<file path="src/hdl/lsdf_div.sv">
// Pipelined restoring divider, one quotient bit per register stage.
// Quotient must fit Q_W bits; carries a sideband word; no package dependencies.
module lsdf_div #(
    parameter int NUM_W  = 49,
    parameter int DEN_W  = 34,
    parameter int Q_W    = 17,
    parameter int SIDE_W = 1
) (
    input  logic                aclk,
    input  logic                aresetn,
    input  logic                ce,
    input  logic                in_valid,
    input  logic [NUM_W-1:0]    in_num,
    input  logic [DEN_W-1:0]    in_den,
    input  logic [SIDE_W-1:0]   in_side,
    output logic                out_valid,
    output logic [Q_W-1:0]      out_quo,
    output logic [SIDE_W-1:0]   out_side
);

    localparam int XW = DEN_W + Q_W;

    logic              valid_reg [Q_W];
    logic [XW-1:0]     rem_reg   [Q_W];
    logic [DEN_W-1:0]  den_reg   [Q_W];
    logic [Q_W-1:0]    quo_reg   [Q_W];
    logic [SIDE_W-1:0] side_reg  [Q_W];

    for (genvar i = 0; i < Q_W; i++) begin : g_stage
        localparam int B = Q_W - 1 - i;
        logic [XW-1:0]     rem_src;
        logic [DEN_W-1:0]  den_src;
        logic [Q_W-1:0]    quo_src;
        logic [SIDE_W-1:0] side_src;
        logic              vld_src;
        logic [XW-1:0]     dsh;
        logic              take;
        logic [XW-1:0]     rem_next;
        logic [Q_W-1:0]    quo_next;

        if (i == 0) begin : g_first
            assign rem_src  = XW'(in_num);
            assign den_src  = in_den;
            assign quo_src  = '0;
            assign side_src = in_side;
            assign vld_src  = in_valid;
        end else begin : g_next
            assign rem_src  = rem_reg[i-1];
            assign den_src  = den_reg[i-1];
            assign quo_src  = quo_reg[i-1];
            assign side_src = side_reg[i-1];
            assign vld_src  = valid_reg[i-1];
        end

        assign dsh      = XW'(den_src) << B;
        assign take     = rem_src >= dsh;
        assign rem_next = take ? (rem_src - dsh) : rem_src;
        assign quo_next = take ? (quo_src | (Q_W'(1) << B)) : quo_src;

        always_ff @(posedge aclk) begin
            if (!aresetn) begin
                valid_reg[i] <= 1'b0;
            end else if (ce) begin
                valid_reg[i] <= vld_src;
            end
            if (ce) begin
                rem_reg[i]  <= rem_next;
                den_reg[i]  <= den_src;
                quo_reg[i]  <= quo_next;
                side_reg[i] <= side_src;
            end
        end
    end

    assign out_valid = valid_reg[Q_W-1];
    assign out_quo   = quo_reg[Q_W-1];
    assign out_side  = side_reg[Q_W-1];

endmodule

</file>
<file path="config.mk">
export PLATFORM = sky130hd
export DESIGN_NAME = lsdf_div
export DESIGN_NICKNAME = d
export VERILOG_FILES = /design/src/hdl/lsdf_div.sv
export SDC_FILE = /design/constraint.sdc
export NUM_CORES = 2
export LEC_CHECK = 0
export BUFFER_PORTS_ARGS = -buffer_cell sky130_fd_sc_hd__buf_2
export CORE_UTILIZATION = 45
export DETAILED_ROUTE_END_ITERATION = 16
export PLACE_DENSITY_LB_ADDON = 0.05
export SYNTH_ARGS = -nofsm -noshare
export SYNTH_HDL_FRONTEND = slang
export SYNTH_SLANG_ARGS = --single-unit
</file>
<file path="constraint.sdc">
create_clock -name aclk -period 4.8 [get_ports aclk]
set_input_delay 1.2 -clock aclk [delete_from_list [all_inputs] [get_ports aclk]]
set_output_delay 1.2 -clock aclk [all_outputs]
set_load 0.005 [all_outputs]
</file>
==> results.md <==
- Die span in x: approximately 440 um
- Register area share after synthesis: 0.5282
- Synthesized Nets: 8857
- Post-CTS setup buffers: 0
- Largest net degree at the start of global routing: 122
- Slew headroom: 0.02494
- CTS H-Tree Depth: 4
- Fmax: 0.2114 GHz
- Initial antenna violation count: 3
- Worst reg2reg path depth: 10
- Vias in the first global route: approximately 60000
- Worst-skew pair later-pin latency: 830 ps
- Hold_sp: quo_reg[0][199]
- Crit end category: register
- Total number of vias: 61840
- Data required time of the worst path: 5370 ps
- First-pass GRT wire length: between 300000 and 400000 um
- Finished Layout Cells: about 11000
- Final Slew Violations: 0
- Hold WC Path Type: register to register
- Hold depth: 0
- Final setup vio count: 0
- R2r setup slk: 70 ps
- Detail Route Antenna Nets: 0
- Synth Instances: 8176
- Status: completed
- Critical path class: register to register
- Cell area after synthesis: 87930 um^2
- Die area: about 200000 um^2
- Hold Path Sink: quo_reg[0][216]
- Reg clk slew, reported paths: 60 ps
- Max cap viols: 0
- Post-CTS resize count: 0
- Synth cell types: 96
- PwrDens: roughly 600 nW/um^2
- Initial Util: 0.4547
- Slew at the pin closest to its max-slew limit: roughly 1400 ps
- Share of layout cells above drive strength 1: 0.07529
- Die height: ~440 um
- Area of the multi-input gates: 37880 um^2
- Drt wl/cell: 21.48 um
- All-Layer GR Usage: 0.2371
- Ys flop type: edfxtp_1
- Worst r2r dst: rem_reg[0][762]
- Mapped Avg Cell Area: 10.76 um^2
- Remaining DRCs: 0
- Leakage power: between 30 and 40 nW
- HPWL Detailed: 186800 um
- Final nets: 9028
- Ports: 107
- Yosys warning count: 0
- Fin util: 0.5063
- Vias per inst: 5.616
- Worst EP arrival: 5300 ps
- FP Rows: 161
- Ys async rst share: 0
- Syn-to-layout area delta: 11.36%
- CTS Hold Bufs: 0
- CTS Buf Count: 172
- RePlAce Congestion: 0.9105
- Core area: 193400 um^2
- Minimum clock period: roughly 4700 ps
- CP Max Fanout: 6
- CTS tree: built
- Clock buffer depth: 3
- Reg2Reg Launch Point: rem_reg[0][688]
- Placed cells: 10700
- Max reg flops: 816
- Maximum VDD drop: 0.3804 mV
- Grt ovf: 0
- Period utilisation layout: 0.9853
- Clock Skew: about 50 ps
- Root Buffer: clkbuf_16
- Reg area: 46440 um^2
- N_diodes: 0
- Register bit count reported by yosys: between 1500 and 2000
- FILL cells: about 17000
- Clock sinks: 1547
- Final WL: 236600 um
- Port-buffer cells: 106
- Fin. Hold Viols: 0
- RSZ-0062 raised after global routing: no
- Post-synth EDFFs: 1546
- Critical path launch point type: register
- Detailed Route Iter0 Violations: approximately 3800
- Iteration count of the initial detailed-routing pass: 6
-- how the worst max path moves through the flow --
stage / end / cells past startpoint / slack, ps / from
3_5_place_dp: rem_reg[0][38] / 15 / 240 / in_num[16]
4_1_cts: rem_reg[0][762] / 10 / 290 / rem_reg[0][688]
3_3_place_gp: rem_reg[0][662] / 12 / -580 / den_reg[0][403]
2_1_floorplan: rem_reg[0][41] / 10 / 830 / in_num[16]
6_report: rem_reg[0][762] / 10 / 70 / rem_reg[0][688]
5_1_grt: rem_reg[0][252] / 15 / 200 / rem_reg[0][165]
-- report_power, final --
part | switching (mW) | total, mW | leakage (nW) | internal [mW]
Sequential | 2.37 | 21.7 | 15.0 | 19.3
Combinational | 14.2 | 24.0 | 21.1 | 9.86
Clock | 5.60 | 13.2 | 2.75 | 7.60
Total | 22.2 | 58.9 | 38.8 | 36.8
-- layout make-up --
class,count,share of cell area
Sequential cell,1547,0.4743
Multi-Input combinational cell,5641,0.3868
Clock buffer,218,0.04656
Tap cell,2526,0.03228
Inverter,744,0.02852
Timing Repair Buffer,241,0.02014
Clock inverter,96,0.01135
-- metrics by stage --
| stage | hold slack (ps) | power, mW | setup WS (ps) | TNS, ps | area, um^2 |
|---|---|---|---|---|---|
| after global placement | 400.3 | 45.70 | -575.6 | -11990 | 92230 |
| after global routing | 420.6 | 62.69 | 199.9 | 0 | 97920 |
| after detailed placement | 404.5 | 45.78 | 237.6 | 0 | 92250 |
| after floorplan | 400.3 | 38.38 | 828.6 | 0 | 87930 |
| final | 412.3 | 58.93 | 70.52 | 0 | 97920 |
| after CTS | 399.2 | 59.26 | 291.8 | 0 | 97920 |
-- cell usage in the layout (no fill, tap or decap), types with 66 or more instances in the layout --
cell       instances
a21o_1           327
o21bai_1          66
buf_4            102
ha_1             577
edfxtp_1        1546
o21ai_0          602
nor2b_1           70
nand2_1          701
buf_2            105
a21oi_1          695
and3_1            84
nand3_1          150
nor3_1           124
nor4_1            78
nor2_1           493
inv_1            741
xnor2_1          333
xor2_1           253
nand2b_1          79
nand4_1          138
clkbuf_16        174
o21a_1            71
-- synthesized netlist by cell type, drive strengths merged, types with 42 or more instances --
cell / count / area (um^2)
edfxtp: 1546 / 46420
nand2b: 79 / 494.2
a21oi: 697 / 3492
nand3: 153 / 778.3
xor2: 253 / 2216
clkbuf: 202 / 758.2
nand4: 138 / 863.3
nor2: 494 / 1854
ha: 577 / 7219
o21bai: 67 / 506.7
o31ai: 55 / 417.9
o21ai: 622 / 3117
o211ai: 46 / 345.3
a31oi: 61 / 381.6
xnor2: 333 / 2917
o21a: 71 / 533.0
a211oi: 60 / 450.4
and3: 84 / 525.5
a21o: 327 / 2455
nor2b: 71 / 444.2
nor4: 85 / 561.8
nand2: 701 / 2631
nor3: 126 / 635.6
inv: 744 / 2793
mux2: 66 / 743.2
buf: 42 / 191.4
-- cells by family after synthesis --
kind of cell	after synthesis	synth area share
compound gates	2243	0.1578
xor+xnor	586	0.05837
fa+ha+maj	593	0.08574
buf+inv	988	0.04256
flops	1547	0.5282
mux	73	0.009249
simple gates	2146	0.1181
-- critical path, cell delays in order, from the launching register on --
cell	delay, ps
edfxtp_1	420
ha_1	420
and2_1	230
nand2_1	60
nor4_1	1090
nand4_1	840
nand3_1	290
o21ba_2	250
a2111oi_4	560
nand3b_1	160
xnor2_1	150
-- per-layer routing --
metal | share of wire | routed length [um] | track usage | up-vias
li1 | - | - | - | 30400
met1 | 0.42 | 99530 | 0.2898 | 29720
met2 | 0.50 | 117900 | 0.4198 | 1305
met3 | 0.035 | 8169 | 0.02697 | 421
met4 | 0.046 | 10980 | 0.1054 | 0
met5 | 0 | 0 | 0 | -
Power figures use the tool's default switching activity.
