`config.mk`:
```
export PLATFORM = sky130hd
export DESIGN_NAME = lsdf_sat
export DESIGN_NICKNAME = d
export VERILOG_FILES = /design/src/hdl/lsdf_sat.sv
export SDC_FILE = /design/constraint.sdc
export NUM_CORES = 1
export LEC_CHECK = 0
export BUFFER_PORTS_ARGS = -buffer_cell sky130_fd_sc_hd__buf_4
export CORE_MARGIN = 1.5
export CORE_UTILIZATION = 30
export DETAILED_ROUTE_END_ITERATION = 10
export PLACE_DENSITY = 0.84
export SYNTH_ARGS = -nofsm -noshare
export SYNTH_HDL_FRONTEND = slang
export SYNTH_SLANG_ARGS = --single-unit
export TNS_END_PERCENT = 50
```
`constraint.sdc`:
```
create_clock -name vclk -period 1.8
set_input_delay 0.36 -clock vclk [all_inputs]
set_output_delay 0.36 -clock vclk [all_outputs]
set_load 0.02 [all_outputs]
```
`src/hdl/lsdf_sat.sv`:
```
// Signed saturation from an arbitrary width into a narrower or wider signed word.
// Pure combinational; no package dependencies.
module lsdf_sat #(
    parameter int IN_W  = 64,
    parameter int OUT_W = 32
) (
    input  logic signed [IN_W-1:0]  din,
    output logic signed [OUT_W-1:0] dout
);

    localparam int XW = (IN_W > OUT_W) ? IN_W : OUT_W;
    localparam logic signed [XW-1:0] MAXV = {{(XW-OUT_W+1){1'b0}}, {(OUT_W-1){1'b1}}};
    localparam logic signed [XW-1:0] MINV = ~MAXV;

    logic signed [XW-1:0] dx;

    assign dx = XW'(din);

    always_comb begin
        if (dx > MAXV) begin
            dout = OUT_W'(MAXV);
        end else if (dx < MINV) begin
            dout = OUT_W'(MINV);
        end else begin
            dout = OUT_W'(dx);
        end
    end

endmodule

```
==> summary.txt, run 1 <==
Run status
  – Status: finished with violations
  – Violated checks: negative setup slack

Floorplanning
  – Core Rows: 17
  – CORE AREA: 2250 sq um
  – Chip Width: 52.1 um
  – Die area: 2710 sq um
  – Die H: 52.1 um
  – IO Pins: 96
  – Starting density of the core: 32.1%

Worst setup path
  – Critical path buffer and inverter count: 3
  – Startpoint types: input port
  – Crit path DAT: 1.97 ns
  – Critical Path Sink Type: output pin
  – Slowest stage delay, CP: 0.44 ns
  – Max stage delay cell, worst path: or3_4
  – Critical setup path kind: in -> out
  – Crit path max-delay family: simple AND/OR/NAND/NOR gates
  – Critical-path cell list: buf_4 -> nor4_1 -> nand4_1 -> or3_4 -> clkbuf_16 -> o211a_4 -> buf_6
  – Req. time, crit path: 1.44 ns
  – Max Fanout on Critical Path: 7

Clock network
  – Hold_buf cts: 0
  – Buffer count from post-CTS setup fixing: 0

Final layout
  – Sequential cells: 0
  – Fillers: 105
  – P&R area growth vs syn: 175%
  – Post-layout nets: 254
  – Register Area: 0 sq um
  – Multi-input gate area: 961 sq um
  – Final-layout clock buffer total: 0
  – Share of cells above drive strength 1: 75.0%
  – Final instance area: 1990 sq um
  – N_diodes: 0

Global routing
  – GR Util met2: 54.6%
  – Met1 GRT Util: 24.9%
  – Number of global-route vias before repair: 1222
  – Initial antenna violation count: 0
  – Tot GR Track Use: 25.4%
  – Pin count of the biggest net entering global routing: 34
  – Total grt overflow: 0
  – Grt peak-use layer: met2
  – Global-route wire length before repair: 5290 um
  – GR Util met3: 2.87%

Synth
  – Syn avg cell area: 7.53 sq um
  – Synth area leaders: o211a_1 43%, nand2b_1 27%, nand4_1 8.7%, nor4_1 6.1%, buf_6 4.7%
  – Synth Warn #: 0
  – Synth top cells by count: 31 x nand2b_1, 31 x o211a_1, 10 x nand4_1, 7 x nor4_1, 4 x clkbuf_1
  – Post-synth top area share: 42.9%
  – Net Count, Synth: 160
  – Synth cell types: 12
  – Leading area contributor after synthesis: o211a_1
  – Post-Synthesis Cells: 96
  – Post-synthesis sequential area ratio: 0%
  – Post-Syn Area: 723 sq um

Route
  – Via-to-Cell Ratio: 5.63
  – Drt drc: 0
  – Wire per inst: 18.6 um
  – Initial drt markers: 28
  – Via count: 1216
  – Drt pass-1 iters: 4
  – DRT Wirelength: 4030 um
  – Post-DRT Antenna Nets: 0

Power and ir drop
  – Static Leak: 0.000809 uW
  – Clk network pwr share: 0%
  – Pwr/cell area: 251 nW/um^2
  – Int Pwr: 285 uW
  – Sw frac: 42.9%
  – Logic gate share of total power: 100.0%
  – Sw Pwr: 214 uW
  – Sequential power share: 0%
  – Total power: 499 uW
  – Worst ir drop on vdd: 0.190 mV

Flow run
  – Max-cap violations: 0

Place
  – DP Area: 1690 sq um
  – HPWL Detailed: 2510 um
  – Gpl congestion: 0.727
  – I/O Buffers: 96

STA
  – Fin. Hold Viols: 0
  – Rel. slew slack: 77.6%
  – Crit share post-route: 129%
  – Unrepaired setup endpoints after global routing: yes
  – Fin crit period: 2.33 ns
  – Fmax: 429 MHz
  – Tightest Pin Transition: 0.336 ns
  – Final Slew Violations: 0
  – Final Setup Violations: 31
  – PnR worst setup slack: -0.529 ns

Worst hold path
  – Hold crit path type: in -> out
## kinds of logic (layout without fill, tap and decap cells)
logic type      count (synthesis)  after routing  synth area share, %
buf+inv                        11            103                 10.6
compound gates                 32             32                 43.6
simple gates                   53             53                 45.8
## power groups by stage
stage	sequential, uW	combinational [uW]	clock (uW)
3_3_place_gp	0	420	0
6_report	0	499	0
4_1_cts	0	483	0
3_5_place_dp	0	430	0
2_1_floorplan	0	215	0
5_1_grt	0	519	0
## worst min-delay path: cells and delay by family
kind | cells | cell delay [ns]
buffers and inverters | 2 | 0.20
AOI/OAI and AO/OA | 1 | 0.14
## per-layer routing
layer | routed length, um | vias to the layer above
met5 | 0 | -
met4 | 55 | 0
met3 | 250 | 6
met2 | 2380 | 74
met1 | 1340 | 567
li1 | - | 569
## path summary, 6_finish.rpt
| path | from | end | slack, ns | depth (start not counted) |
|---|---|---|---|---|
| max | din[61] | dout[5] | -0.53 | 7 |
| min | din[2] | dout[2] | 1.06 | 3 |
## through the flow
stage               setup WS (ns)  setup TNS [ns]  utilization (%)  hold slack (ns)  cells
finish                     -0.529          -15.56             88.1             1.06    216
global route               -0.556          -16.55             88.1             1.07    216
CTS                        -0.448          -13.54             85.9             1.07    215
detailed placement         -0.535          -16.18             75.1             1.08    213
global placement           -0.500          -15.21             75.1             1.07    213
floorplan                  -0.162           -4.89                -            0.864     96
## placed cells by master (no fill, tap or decap)
cell and count:
or4_1 2, clkbuf_16 1, nand2b_1 31, buf_4 62
or3_1 1, buf_6 36, o21ai_4 1, nor4_4 4
nor4_2 2, o211a_4 30, nor2_1 1, nor4_1 1
nand4_1 10, o211a_1 1, or3_4 1, buf_12 2
buf_16 2
## layout make-up
| class | count | share of cell area [%] |
|---|---|---|
| repair buffers | 103 | 49.9 |
| well taps | 28 | 1.76 |
| multi-input cells | 85 | 48.4 |
## what timing repair did
action                                  CTS  global route
gates resized for setup                  45             4
cloned                                    2             1
pin swaps                                 1             2
endpoints found under the setup margin   31            31
No activity file was read; power rests on OpenSTA's default activity.
==> run 2, diff against run 1 <==
==> constraint.sdc (replaced) <==
create_clock -name vclk -period 1.9
set_input_delay 0.38 -clock vclk [all_inputs]
set_output_delay 0.38 -clock vclk [all_outputs]
set_load 0.02 [all_outputs]
==> summary.txt, run 2 (synthesized netlist as in run 1, its figures left out) <==
Run status
  – Status: finished with violations
  – Violated checks: negative setup slack

Worst setup path
  – Req. time, crit path: 1.52 ns
  – Crit path DAT: 2.14 ns
  – Max Fanout on Critical Path: 15
  – Critical setup path kind: in -> out
  – Startpoint types: input port
  – Critical Path Sink Type: output pin

STA
  – Rel. slew slack: 71.8%
  – Fmax: 397 MHz
  – Unrepaired setup endpoints after global routing: yes
  – Crit share post-route: 133%
  – Fin. Hold Viols: 0
  – Final Slew Violations: 0
  – PnR worst setup slack: -0.619 ns
  – Fin crit period: 2.52 ns
  – Tightest Pin Transition: 0.419 ns
  – Final Setup Violations: 31

Place
  – HPWL Detailed: 2530 um
  – Placed cells: 213
  – Gpl congestion: 0.727
  – I/O Buffers: 96

Worst hold path
  – WHS Path Cells: 3
  – Hold path start: din[21]
  – Hold crit path type: in -> out
  – Hold path endpoint: dout[21]

Floorplanning
  – IO Pins: 96
  – Die H: 52.1 um
  – CORE AREA: 2250 sq um
  – Chip Width: 52.1 um
  – Starting density of the core: 32.1%
  – Core Rows: 17
  – Die area: 2710 sq um

Global routing
  – Total grt overflow: 0
  – Tot GR Track Use: 24.7%
  – Number of global-route vias before repair: 1197
  – Pin count of the biggest net entering global routing: 34
  – Initial antenna violation count: 0
  – Global-route wire length before repair: 5250 um

Power and ir drop
  – Total power: 480 uW
  – Pwr/cell area: 241 nW/um^2
  – Worst ir drop on vdd: 0.189 mV
  – Static Leak: 0.000804 uW

Clock network
  – Buffer count from post-CTS setup fixing: 0
  – Hold_buf cts: 0

Route
  – DRT Wirelength: 4130 um
  – Drt pass-1 iters: 4
  – Initial drt markers: 30
  – Drt drc: 0
  – Wire per inst: 19.2 um
  – Via count: 1268
  – Via-to-Cell Ratio: 5.90
  – Post-DRT Antenna Nets: 0

Final layout
  – Most frequent cells in the layout: 60 x buf_4, 37 x buf_6, 31 x nand2b_1
  – Finished Layout Cells: 215
  – Final-layout clock buffer total: 0
  – Most common cell after layout, fill and taps aside: buf_4
  – P&R area growth vs syn: 175%
  – Post-layout nets: 253
  – Share of cells above drive strength 1: 75.9%
  – Sequential cells: 0
  – Register Area: 0 sq um
  – N_diodes: 0
  – Multi-input gate area: 977 sq um
  – Fillers: 105

Flow run
  – Max-cap violations: 0
## run 2: where the power goes
group / total (uW) / internal, uW / switching [uW]
Clock: 0 / 0 / 0
Combinational: 480 / 272 / 207
Sequential: 0 / 0 / 0
## run 2: repair_timing
item	CTS	global route
setup endpoints to repair	31	31
pin swaps	1	4
cloned	1	1
gates resized for setup	26	28
## run 2: how the worst max path moves through the flow
stage	to	depth (start not counted)	start	slack (ns)
final	dout[8]	7	din[61]	-0.62
after global routing	dout[8]	7	din[61]	-0.67
after CTS	dout[15]	7	din[63]	-0.38
after detailed placement	dout[23]	7	din[40]	-0.46
after global placement	dout[24]	7	din[62]	-0.44
after floorplan	dout[10]	5	din[45]	-0.10
## run 2: critical path: stages
cell     delay, ns
buf_4         0.12
nor4_1        0.42
nand4_1       0.23
or3_4         0.44
buf_16        0.19
o211a_4       0.24
buf_6         0.13
## run 2: stage by stage
step           instance area, sq um  worst slack (ns)  hold slack (ns)  setup TNS, ns  util (%)
2_1_floorplan                   952            -0.102            0.904          -3.05         -
3_3_place_gp                   1690            -0.440             1.11         -13.35      75.1
3_5_place_dp                   1690            -0.460             1.12         -14.00      75.1
4_1_cts                        1850            -0.376             1.11         -11.42      81.9
5_1_grt                        1990            -0.672             1.11         -20.43      88.1
6_report                       1990            -0.619             1.10         -18.59      88.1
## run 2: metal layers
metal	vias to the layer above	share of wire [%]	wire [um]	global-route usage [%]
li1	570	-	-	-
met1	596	33	1380	25.6
met2	84	56	2330	49.6
met3	18	6.0	248	2.87
met4	0	4.0	167	8.77
met5	-	0	0	0
## run 2: final cells by class
cell class | count | share of cell area [%]
Timing Repair Buffer | 102 | 49.1
Multi-Input combinational cell | 85 | 49.2
Tap cell | 28 | 1.76
